`config.mk`:
```
export PLATFORM = sky130hd
export DESIGN_NAME = key_value_table_top_flat
export DESIGN_NICKNAME = d
export VERILOG_FILES = /design/src/kvt_pkg.sv /design/src/kvt_req_if.sv /design/src/kvt_rsp_if.sv /design/src/kvt_cell.sv /design/src/kvt_ctrl.sv /design/src/key_value_table_top.sv /design/src/flat_wrapper.sv
export SDC_FILE = /design/constraint.sdc
export NUM_CORES = 2
export LEC_CHECK = 0
export BUFFER_PORTS_ARGS = -buffer_cell sky130_fd_sc_hd__buf_2
export CORE_UTILIZATION = 56
export DETAILED_ROUTE_END_ITERATION = 8
export GPL_ROUTABILITY_DRIVEN = 0
export GPL_TIMING_DRIVEN = 1
export PLACE_DENSITY = 0.71
export SLEW_MARGIN = 20
export SYNTH_ARGS = -nofsm -noshare
export SYNTH_HDL_FRONTEND = slang
export SYNTH_SLANG_ARGS = --single-unit
```
`constraint.sdc`:
```
create_clock -name i_clk -period 6.5 [get_ports i_clk]
set_input_delay 0.325 -clock i_clk [delete_from_list [all_inputs] [get_ports i_clk]]
set_output_delay 0.325 -clock i_clk [all_outputs]
set_load 0.1 [all_outputs]
```
`src/kvt_pkg.sv`:
```
// Shared types and constants for the key-value table.
package kvt_pkg;

    localparam int ENTRIES    = 16;
    localparam int KEY_BITS   = 32;
    localparam int VALUE_BITS = 32;

    localparam int KIND_W  = 2;
    localparam int KEY_W   = 32;
    localparam int VALUE_W = 32;

    typedef enum logic [KIND_W-1:0] {
        KIND_INSERT = 2'd0,
        KIND_LOOKUP = 2'd1,
        KIND_REMOVE = 2'd2
    } t_kind;

    typedef enum logic [1:0] {
        ST_IDLE,
        ST_RUN,
        ST_HOLD
    } t_state;

    // operation walking down the row of cells
    typedef struct packed {
        logic                  active;
        t_kind                 kind;
        logic [KEY_BITS-1:0]   key;
        logic [VALUE_BITS-1:0] wval;
        logic                  hit;
        logic                  free_seen;
        logic [VALUE_BITS-1:0] rval;
    } t_tok;

    // end-of-row commit broadcast
    typedef struct packed {
        logic strobe;
        logic take;
    } t_commit;

    typedef struct packed {
        logic               hit;
        logic [VALUE_W-1:0] read_value;
        logic               refused;
    } t_result;

endpackage

```
`src/kvt_req_if.sv`:
```
// Request channel: operation beats into the table.
interface kvt_req_if;
    import kvt_pkg::*;

    logic               valid;
    logic               ready;
    logic [KIND_W-1:0]  kind;
    logic [KEY_W-1:0]   key;
    logic [VALUE_W-1:0] write_value;

    modport source (output valid, output kind, output key, output write_value, input ready);
    modport sink   (input valid, input kind, input key, input write_value, output ready);
endinterface

```
`src/kvt_rsp_if.sv`:
```
// Response channel: result beats out of the table.
interface kvt_rsp_if;
    import kvt_pkg::*;

    logic               valid;
    logic               ready;
    logic               hit;
    logic [VALUE_W-1:0] read_value;
    logic               refused;

    modport source (output valid, output hit, output read_value, output refused, input ready);
    modport sink   (input valid, input hit, input read_value, input refused, output ready);
endinterface

```
`src/kvt_cell.sv`:
```
// One table entry: compares the passing operation and forwards it to the next cell.
module kvt_cell
    import kvt_pkg::*;
(
    input  logic    i_clk,
    input  logic    i_rst_n,
    input  t_tok    i_tok,
    input  t_commit i_commit,
    output t_tok    o_tok
);

    logic                  r_valid;
    logic                  r_pend;
    logic [KEY_BITS-1:0]   r_key;
    logic [VALUE_BITS-1:0] r_value;
    t_tok                  r_tok;
    t_tok                  n_tok;
    logic                  w_match;
    logic                  w_free;

    assign w_match = i_tok.active && r_valid && (r_key == i_tok.key);
    assign w_free  = i_tok.active && !r_valid && !i_tok.free_seen;

    always_comb begin
        n_tok           = i_tok;
        n_tok.hit       = i_tok.hit | w_match;
        n_tok.free_seen = i_tok.free_seen | w_free;
        if (w_match && (i_tok.kind == KIND_LOOKUP)) begin
            n_tok.rval = r_value;
        end
    end

    always_ff @(posedge i_clk) begin
        if (!i_rst_n) begin
            r_valid      <= 1'b0;
            r_pend       <= 1'b0;
            r_tok.active <= 1'b0;
        end else begin
            r_tok <= n_tok;
            if (i_commit.strobe) begin
                r_valid <= r_valid | (r_pend & i_commit.take);
                r_pend  <= 1'b0;
            end else if (i_tok.active) begin
                if (w_match && (i_tok.kind == KIND_INSERT)) begin
                    r_value <= i_tok.wval;
                end
                if (w_match && (i_tok.kind == KIND_REMOVE)) begin
                    r_valid <= 1'b0;
                end
                if (w_free && (i_tok.kind == KIND_INSERT)) begin
                    r_key   <= i_tok.key;
                    r_value <= i_tok.wval;
                    r_pend  <= 1'b1;
                end
            end
        end
    end

    assign o_tok = r_tok;

endmodule

```
`src/kvt_ctrl.sv`:
```
// Sequencer: admits one operation, commits at the end of the row, holds the result beat.
module kvt_ctrl
    import kvt_pkg::*;
(
    input  logic    i_clk,
    input  logic    i_rst_n,
    input  logic    i_accept,
    input  t_tok    i_tok_last,
    input  logic    i_out_ready,
    output logic    o_in_ready,
    output t_commit o_commit,
    output logic    o_out_valid,
    output t_result o_result
);

    t_state  r_state;
    t_state  n_state;
    logic    r_out_valid;
    logic    n_out_valid;
    t_result r_out;
    t_result r_hold;
    t_result w_res;
    logic    w_out_free;
    logic    w_load_res;
    logic    w_load_hold;
    logic    w_store_hold;
    logic    w_kind_known;

    assign w_out_free = !r_out_valid || i_out_ready;

    // an unused kind never reports a hit
    assign w_kind_known = (i_tok_last.kind == KIND_INSERT) || (i_tok_last.kind == KIND_LOOKUP)
                          || (i_tok_last.kind == KIND_REMOVE);

    always_comb begin
        w_res.hit        = i_tok_last.hit && w_kind_known;
        w_res.read_value = VALUE_W'(i_tok_last.rval);
        w_res.refused    = (i_tok_last.kind == KIND_INSERT) && !i_tok_last.hit
                           && !i_tok_last.free_seen;
        o_commit.strobe  = i_tok_last.active;
        o_commit.take    = (i_tok_last.kind == KIND_INSERT) && !i_tok_last.hit
                           && i_tok_last.free_seen;
    end

    always_ff @(posedge i_clk) begin
        if (!i_rst_n) begin
            r_state     <= ST_IDLE;
            r_out_valid <= 1'b0;
        end else begin
            r_state     <= n_state;
            r_out_valid <= n_out_valid;
        end
    end

    always_ff @(posedge i_clk) begin
        if (w_load_res) begin
            r_out <= w_res;
        end else if (w_load_hold) begin
            r_out <= r_hold;
        end
        if (w_store_hold) begin
            r_hold <= w_res;
        end
    end

    always_comb begin
        n_state      = r_state;
        w_load_res   = 1'b0;
        w_load_hold  = 1'b0;
        w_store_hold = 1'b0;
        o_in_ready   = 1'b0;
        case (r_state)
            ST_IDLE: begin
                o_in_ready = 1'b1;
                if (i_accept) begin
                    n_state = ST_RUN;
                end
            end
            ST_RUN: begin
                if (i_tok_last.active) begin
                    if (w_out_free) begin
                        w_load_res = 1'b1;
                        n_state    = ST_IDLE;
                    end else begin
                        w_store_hold = 1'b1;
                        n_state      = ST_HOLD;
                    end
                end
            end
            ST_HOLD: begin
                if (w_out_free) begin
                    w_load_hold = 1'b1;
                    n_state     = ST_IDLE;
                end
            end
            default: begin
                n_state = ST_IDLE;
            end
        endcase
        n_out_valid = (r_out_valid && !i_out_ready) || w_load_res || w_load_hold;
    end

    assign o_out_valid = r_out_valid;
    assign o_result    = r_out;

endmodule

```
`src/key_value_table_top.sv`:
```
// An operation walks the row of cells, one cell per cycle, and commits a new entry
//   as it leaves the last cell; a new request is taken only after the previous result
//   has been loaded into the output register.
// A finished response waits in the output register while the next request is taken.
// Reset (synchronous, active low) empties the table at once and drops any beat in flight.
module key_value_table_top
    import kvt_pkg::*;
(
    input  logic         i_clk,
    input  logic         i_rst_n,
    kvt_req_if.sink      i_req,
    kvt_rsp_if.source    o_rsp
);

    t_tok    w_tok [ENTRIES+1];
    t_commit w_commit;
    t_result w_result;
    logic    w_accept;
    logic    w_in_ready;
    logic    w_out_valid;

    assign w_accept = i_req.valid && w_in_ready;

    always_comb begin
        w_tok[0].active    = w_accept;
        w_tok[0].kind      = t_kind'(i_req.kind);
        w_tok[0].key       = KEY_BITS'(i_req.key);
        w_tok[0].wval      = VALUE_BITS'(i_req.write_value);
        w_tok[0].hit       = 1'b0;
        w_tok[0].free_seen = 1'b0;
        w_tok[0].rval      = '0;
    end

    for (genvar g = 0; g < ENTRIES; g++) begin : g_cell
        kvt_cell u_cell (
            .i_clk    (i_clk),
            .i_rst_n  (i_rst_n),
            .i_tok    (w_tok[g]),
            .i_commit (w_commit),
            .o_tok    (w_tok[g+1])
        );
    end

    kvt_ctrl u_ctrl (
        .i_clk       (i_clk),
        .i_rst_n     (i_rst_n),
        .i_accept    (w_accept),
        .i_tok_last  (w_tok[ENTRIES]),
        .i_out_ready (o_rsp.ready),
        .o_in_ready  (w_in_ready),
        .o_commit    (w_commit),
        .o_out_valid (w_out_valid),
        .o_result    (w_result)
    );

    assign i_req.ready      = w_in_ready;
    assign o_rsp.valid      = w_out_valid;
    assign o_rsp.hit        = w_result.hit;
    assign o_rsp.read_value = w_result.read_value;
    assign o_rsp.refused    = w_result.refused;

endmodule

```
`src/flat_wrapper.sv`:
```
// flat-port wrapper written by rule: the top's interface ports become plain ports
module key_value_table_top_flat import kvt_pkg::*;
  (i_clk, i_rst_n, i_req_valid, i_req_kind, i_req_key, i_req_write_value, i_req_ready, o_rsp_valid, o_rsp_hit, o_rsp_read_value, o_rsp_refused, o_rsp_ready);
  kvt_req_if i_req_i ();
  kvt_rsp_if o_rsp_i ();
  input  logic i_clk;
  input  logic i_rst_n;
  input wire logic [$bits(i_req_i.valid)-1:0] i_req_valid;
  input wire logic [$bits(i_req_i.kind)-1:0] i_req_kind;
  input wire logic [$bits(i_req_i.key)-1:0] i_req_key;
  input wire logic [$bits(i_req_i.write_value)-1:0] i_req_write_value;
  output wire logic [$bits(i_req_i.ready)-1:0] i_req_ready;
  output wire logic [$bits(o_rsp_i.valid)-1:0] o_rsp_valid;
  output wire logic [$bits(o_rsp_i.hit)-1:0] o_rsp_hit;
  output wire logic [$bits(o_rsp_i.read_value)-1:0] o_rsp_read_value;
  output wire logic [$bits(o_rsp_i.refused)-1:0] o_rsp_refused;
  input wire logic [$bits(o_rsp_i.ready)-1:0] o_rsp_ready;
  assign i_req_i.valid = i_req_valid;
  assign i_req_i.kind = i_req_kind;
  assign i_req_i.key = i_req_key;
  assign i_req_i.write_value = i_req_write_value;
  assign i_req_ready = i_req_i.ready;
  assign o_rsp_valid = o_rsp_i.valid;
  assign o_rsp_hit = o_rsp_i.hit;
  assign o_rsp_read_value = o_rsp_i.read_value;
  assign o_rsp_refused = o_rsp_i.refused;
  assign o_rsp_i.ready = o_rsp_ready;
  key_value_table_top u_core (.i_clk(i_clk), .i_rst_n(i_rst_n), .i_req(i_req_i), .o_rsp(o_rsp_i));
endmodule
```
==> Yosys cells after proc, flatten, opt, wreduce, memory -nomap -nowiden <==
Cells that the tools add are included.
{ "totals": {"ff_bits": 2679, "inputBits": 70, "out_inout_bits": 36, "wordCells": 717} }
{ "op_classes": {"eq_ne": 55, "muxes": 110, "n_bitwise": 64, "n_reduce_logical": 306} }
{ "op_table": {"columns": ["operator", "n"], "rows": [
  ["$mux W32", 47],
  ["$eq A32 B32 Y1", 16],
  ["$logic_and A1 B1 Y1", 133],
  ["$reduce_and A4 Y1", 32],
  ["$reduce_bool A2 Y1", 49],
  ["$mux W34", 2],
  ["$reduce_and A2 Y1", 32],
  ["$mux W1", 56],
  ["$or A1 B1 Y1", 46],
  ["$eq A2 B1 Y1 const B", 18],
  ["$eq A2 B2 Y1 const B", 18],
  ["$logic_not A2 Y1", 18],
  ["$logic_not A1 Y1", 35],
  ["$and A1 B1 Y1", 16],
  ["$mux W2", 4],
  ["$pmux W2 S3", 1],
  ["$logic_or A1 B1 Y1", 5],
  ["$ne A2 B2 Y1 const B", 2],
  ["$reduce_and A3 Y1", 1],
  ["$ne A2 B1 Y1 const B", 1],
  ["$not A1 Y1", 2],
  ["$reduce_or A2 Y1", 1]
]} }

==> Longest topological paths before layout <==
{ "logic_depth": {"ltp_word": 9, "ltp_mapped": 8, "mapped_depth_nobuf": 6} }

==> Modules after synthesis <==
Synthesis repeated with hierarchy kept, for this count alone.
{ "hier_totals": {"cells_unflattened": 4431, "area_unflattened_um2": 98379.4} }
{ "modules_own_cells": {"columns": ["module", "n_inst", "cells_per_inst", "area_each_um2", "seq_area_each_um2"], "rows": [
  ["kvt_cell", 16, 269, 5973.2, 4984.8],
  ["kvt_ctrl", 1, 125, 2797.7, 2102.0],
  ["key_value_table_top", 1, 2, 10.0, 0.0]
]} }

==> Worst setup path before layout <==
OpenSTA, ideal clock, no wires.
{ "synth_timing": {"path_type": "register to register", "start": "register u_core.g_cell[1].u_cell.r_tok, in the netlist u_core.g_cell[1].u_cell.o_tok[89]", "end": "register u_core.g_cell[2].u_cell.r_value[0], enable pin", "setup_time_ps": 594, "arrival_ps": 6336, "setup_slack_ps": -431, "stages_incl_launch_ff": 7, "path_buffers": 0, "path_cell_list": "edfxtp_1 -> xor2_1 -> a2111oi_0 -> nand4_1 -> nor2_1 -> nand3_1 -> a2111oi_0"} }
{ "synth_between": {"elab_chain_len": 5} }
{ "synth_lines": {"columns": ["item", "line_no", "text"], "rows": [
  ["start: declaration", "kvt_cell.sv:16", "t_tok r_tok;"],
  ["start signal: assignment", "kvt_cell.sv:39", "r_tok <= n_tok;"],
  ["$eq A32 B32 Y1", "kvt_cell.sv:21", "assign w_match = i_tok.active && r_valid && (r_key == i_tok.key);"],
  ["$logic_and A1 B1 Y1", "kvt_cell.sv:21", null],
  ["$logic_and A1 B1 Y1", "kvt_cell.sv:44", "if (w_match && (i_tok.kind == KIND_INSERT)) begin"],
  ["$reduce_bool A2 Y1 (no source line)", null, null],
  ["$reduce_and A4 Y1 (no source line)", null, null],
  ["end signal: assignment", "kvt_cell.sv:45", "r_value <= i_tok.wval;"],
  ["end signal: assignment", "kvt_cell.sv:52", "r_value <= i_tok.wval;"],
  ["end: declaration", "kvt_cell.sv:15", "logic [VALUE_BITS-1:0] r_value;"]
]} }
Every way passes these cells.
A chain may end at the register's enable or synchronous reset.

==> key figures <==
Timing
  – Final Max Slew Viols: 0
  – Final TNS setup: 0 ns
  – Hold Fails Final Rpt: 0
  – Crit path time final: 3.351 ns
  – RSZ-0062 raised after global routing: false
  – Tcrit/Tclk final: 51.56%
  – FMAX: 298.4 MHz
  – Final clock skew: 0.02686 ns
  – Slew margin rel.: 31.17%
  – Setup violators final: 0
  – Fin worst setup slack: 3.149 ns
  – Final hold slack: 0.2159 ns
  – Slew @ Worst Pin: 1.033 ns

Synth
  – Top cell type's share of synthesized area: 83.99%
  – Syn Area/Cell: 21.59 µm²
  – Cell Area, Synth: 93,960 µm²
  – Post-synth top cells: 2,628 x edfxtp_1, 479 x mux2_2, 279 x xor2_1
  – Post-synthesis async set-or-reset flop share: 0%
  – Biggest area consumer among synthesized cells: edfxtp_1
  – Post-synth EDFFs: 2,628
  – Synth area leaders: edfxtp_1 84%, mux2_2 5.7%, xor2_1 2.6%
  – Post-synthesis sequential area ratio: 85.08%
  – Netlist cell types: 59
  – Syn Nets: 4,421
  – Most frequent cell after synthesis: edfxtp_1
  – FF+latch count, synth: 2,679
  – Syn Inst Count: 4,351
  – Top_reg_cell synth: edfxtp_1
  – YS warnings: 0

Floorplanning
  – Starting Density: 56.69%
  – Die height: 411.6 µm
  – Core area: 165,700 µm²
  – Die extent in x: 411.6 µm
  – I/O pin cnt: 106
  – # rows: 149
  – Die area: 169,400 µm²

CTS
  – CTS HTree Levels: 4
  – CTS Root Cell: clkbuf_16
  – Clock sinks: 2,679
  – Clock latency on the worst-skew pair: 0.84 ns
  – Clk slew on worst S/H paths: 0.06 ns
  – Total CTS buffers: 239
  – Clk buf depth: 3
  – Clock tree from TritonCTS: done
  – CTS-repair resized insts: 0

Worst setup path
  – CP Buf/Inv Count: 1
  – Startpoint types: flip-flop
  – Crit path max fanout: 32
  – Worst Setup End Kind: flip-flop
  – Crit-path cells: xnor2_1, nand4_1, or4_1, nor4_1, and3b_1, buf_4, mux2_2
  – Worst EP required: 7.06 ns
  – Critical path class: reg2reg
  – CP max stage delay: 0.73 ns
  – CP max stage cell: nor4_1
  – CP arrival: 3.92 ns
  – Crit path max-delay family: simple AND/OR/NAND/NOR gates

Global routing
  – Total GRT Usage: 15.25%
  – Initial antenna violation count: 2
  – Number of global-route vias before repair: 37,980
  – First-pass GRT wire length: 206.2 mm
  – Largest net degree at the start of global routing: 192
  – Gr ovfl total: 0

Flow run
  – Max-cap violations: 0

Min path
  – Min-delay worst type: in2reg

Cells and area
  – Fill cells: 10,620
  – Layout cells sized above 1: 21.93%
  – Post-Layout Cell Count: 7,166
  – Area grow syn2layout: 12.62%
  – Nets: 4,842

Place
  – Hpwl dp: 81.04 mm
  – Place WS: 3.045 ns
  – Port Buffers: 105
  – Placed cells: 6,650

Pwr
  – PwrDens: 320.0 nW/µm²
  – Pleak: 35.33 nW
  – Overall power of the completed layout: 33.86 mW
  – Max VDD drop: 0.2940 mV

Drt
  – DR iter-0 viols: 2,329
  – Post-Route WL: 128.0 mm
  – Via count: 36,750
  – # DRC: 0
  – Via density: 5.128
  – WL/cell: 17.87 µm
  – Drt pass-1 iters: 5
  – Antenna Nets Post-Route: 0

Run status
  – Status: completed
## flip-flops by register name (all words and copies together) (netlist names)
register / cells
u_core.g_cell.u_cell.r_key: 512
u_core.u_ctrl.r_state: 2
u_core.u_ctrl.o_out_valid: 1
u_core.u_ctrl.o_result: 34
u_core.g_cell.u_cell.r_value: 512
u_core.g_cell.u_cell.o_tok: 1552
u_core.g_cell.u_cell.r_pend: 16
u_core.u_ctrl.r_hold: 34
u_core.g_cell.u_cell.r_valid: 16
## through the flow
stage | util, % | cell area [µm²]
after global routing | 63.84 | 105800
final | 63.84 | 105800
after CTS | 63.82 | 105800
after global placement | 58.91 | 97630
after floorplan | - | 93960
after detailed placement | 58.91 | 97630
## routing by layer
layer | global-route usage [%] | share of wire [%] | vias to the layer above | wire [µm]
li1 | - | - | 17830 | -
met1 | 20.56 | 45 | 18080 | 57590
met2 | 24.96 | 48 | 592 | 62070
met3 | 3.093 | 3.9 | 245 | 5021
met4 | 5.224 | 2.6 | 0 | 3362
met5 | 0 | 0 | - | 0
## where the power goes
part / switching [mW] / total, mW / leakage, nW / internal (mW)
Clock: 5.79 / 13.2 / 3.66 / 7.45
Combinational: 0.358 / 0.632 / 6.37 / 0.275
Sequential: 0.348 / 20.0 / 25.3 / 19.6
Total: 6.49 / 33.9 / 35.3 / 27.4
## cell families after synthesis
group,after synthesis,share of synthesized area (%)
AO/OA/AOI/OAI,100,0.8043
buffers and inverters,125,0.5899
XOR/XNOR,457,4.260
flip-flops,2679,85.08
AND/OR/NAND/NOR,476,2.987
multiplexers,514,6.280
## worst register-to-register path, cell delays in order, from the launching register on
cell and delay [ns]:
edfxtp_1 0.44, xnor2_1 0.24, nand4_1 0.11, or4_1 0.53
nor4_1 0.73, and3b_1 0.26, buf_4 0.36, mux2_2 0.42
## final cells by class
type                    count  area, µm²  area share, %
flip-flops and latches   2679      79940          75.55
multi-input cells        1547      13630          12.88
clock buffers             293       6256          5.912
well taps                2189       2739          2.588
repair buffers            244       1814          1.715
clock inverters           152       1206          1.140
inverters                  61      229.0         0.2164
diodes                      1      2.502       0.002365
## repair_timing
action | in CTS | in global routing
hold endpoints to repair | 140 | 0
buffers inserted | 0 | 0
hold buffers | 69 | 0
endpoints found under the setup margin | 0 | 0
## worst paths after layout
path,startpoint,to,slack (ns),depth (start not counted)
max,u_core.g_cell[3].u_cell.o_tok[95]$_DFFE_PP_,u_core.g_cell[4].u_cell.o_tok[2]$_DFFE_PP_,3.15,7
min,i_req_write_value[30],u_core.g_cell[0].u_cell.o_tok[64]$_DFFE_PP_,0.22,2
max reg2reg,u_core.g_cell[3].u_cell.o_tok[95]$_DFFE_PP_,u_core.g_cell[4].u_cell.o_tok[2]$_DFFE_PP_,3.15,7
min reg2reg,u_core.g_cell[14].u_cell.o_tok[46]$_DFFE_PP_,u_core.g_cell[15].u_cell.r_value[12]$_DFFE_PP_,0.42,0
## layout by cell type (no fill, tap or decap), drive strengths merged, types with 47 or more instances in the layout
cell and n:
edfxtp 2628, mux2 514, clkbuf 293, xor2 279
xnor2 178, buf 175, clkinv 121, nor4 83
dlygate4sd3 69, inv 69, nand2 56, dfxtp 51
nor2 50, nand4 47, and2 47
(Power assumes the default switching activity.)
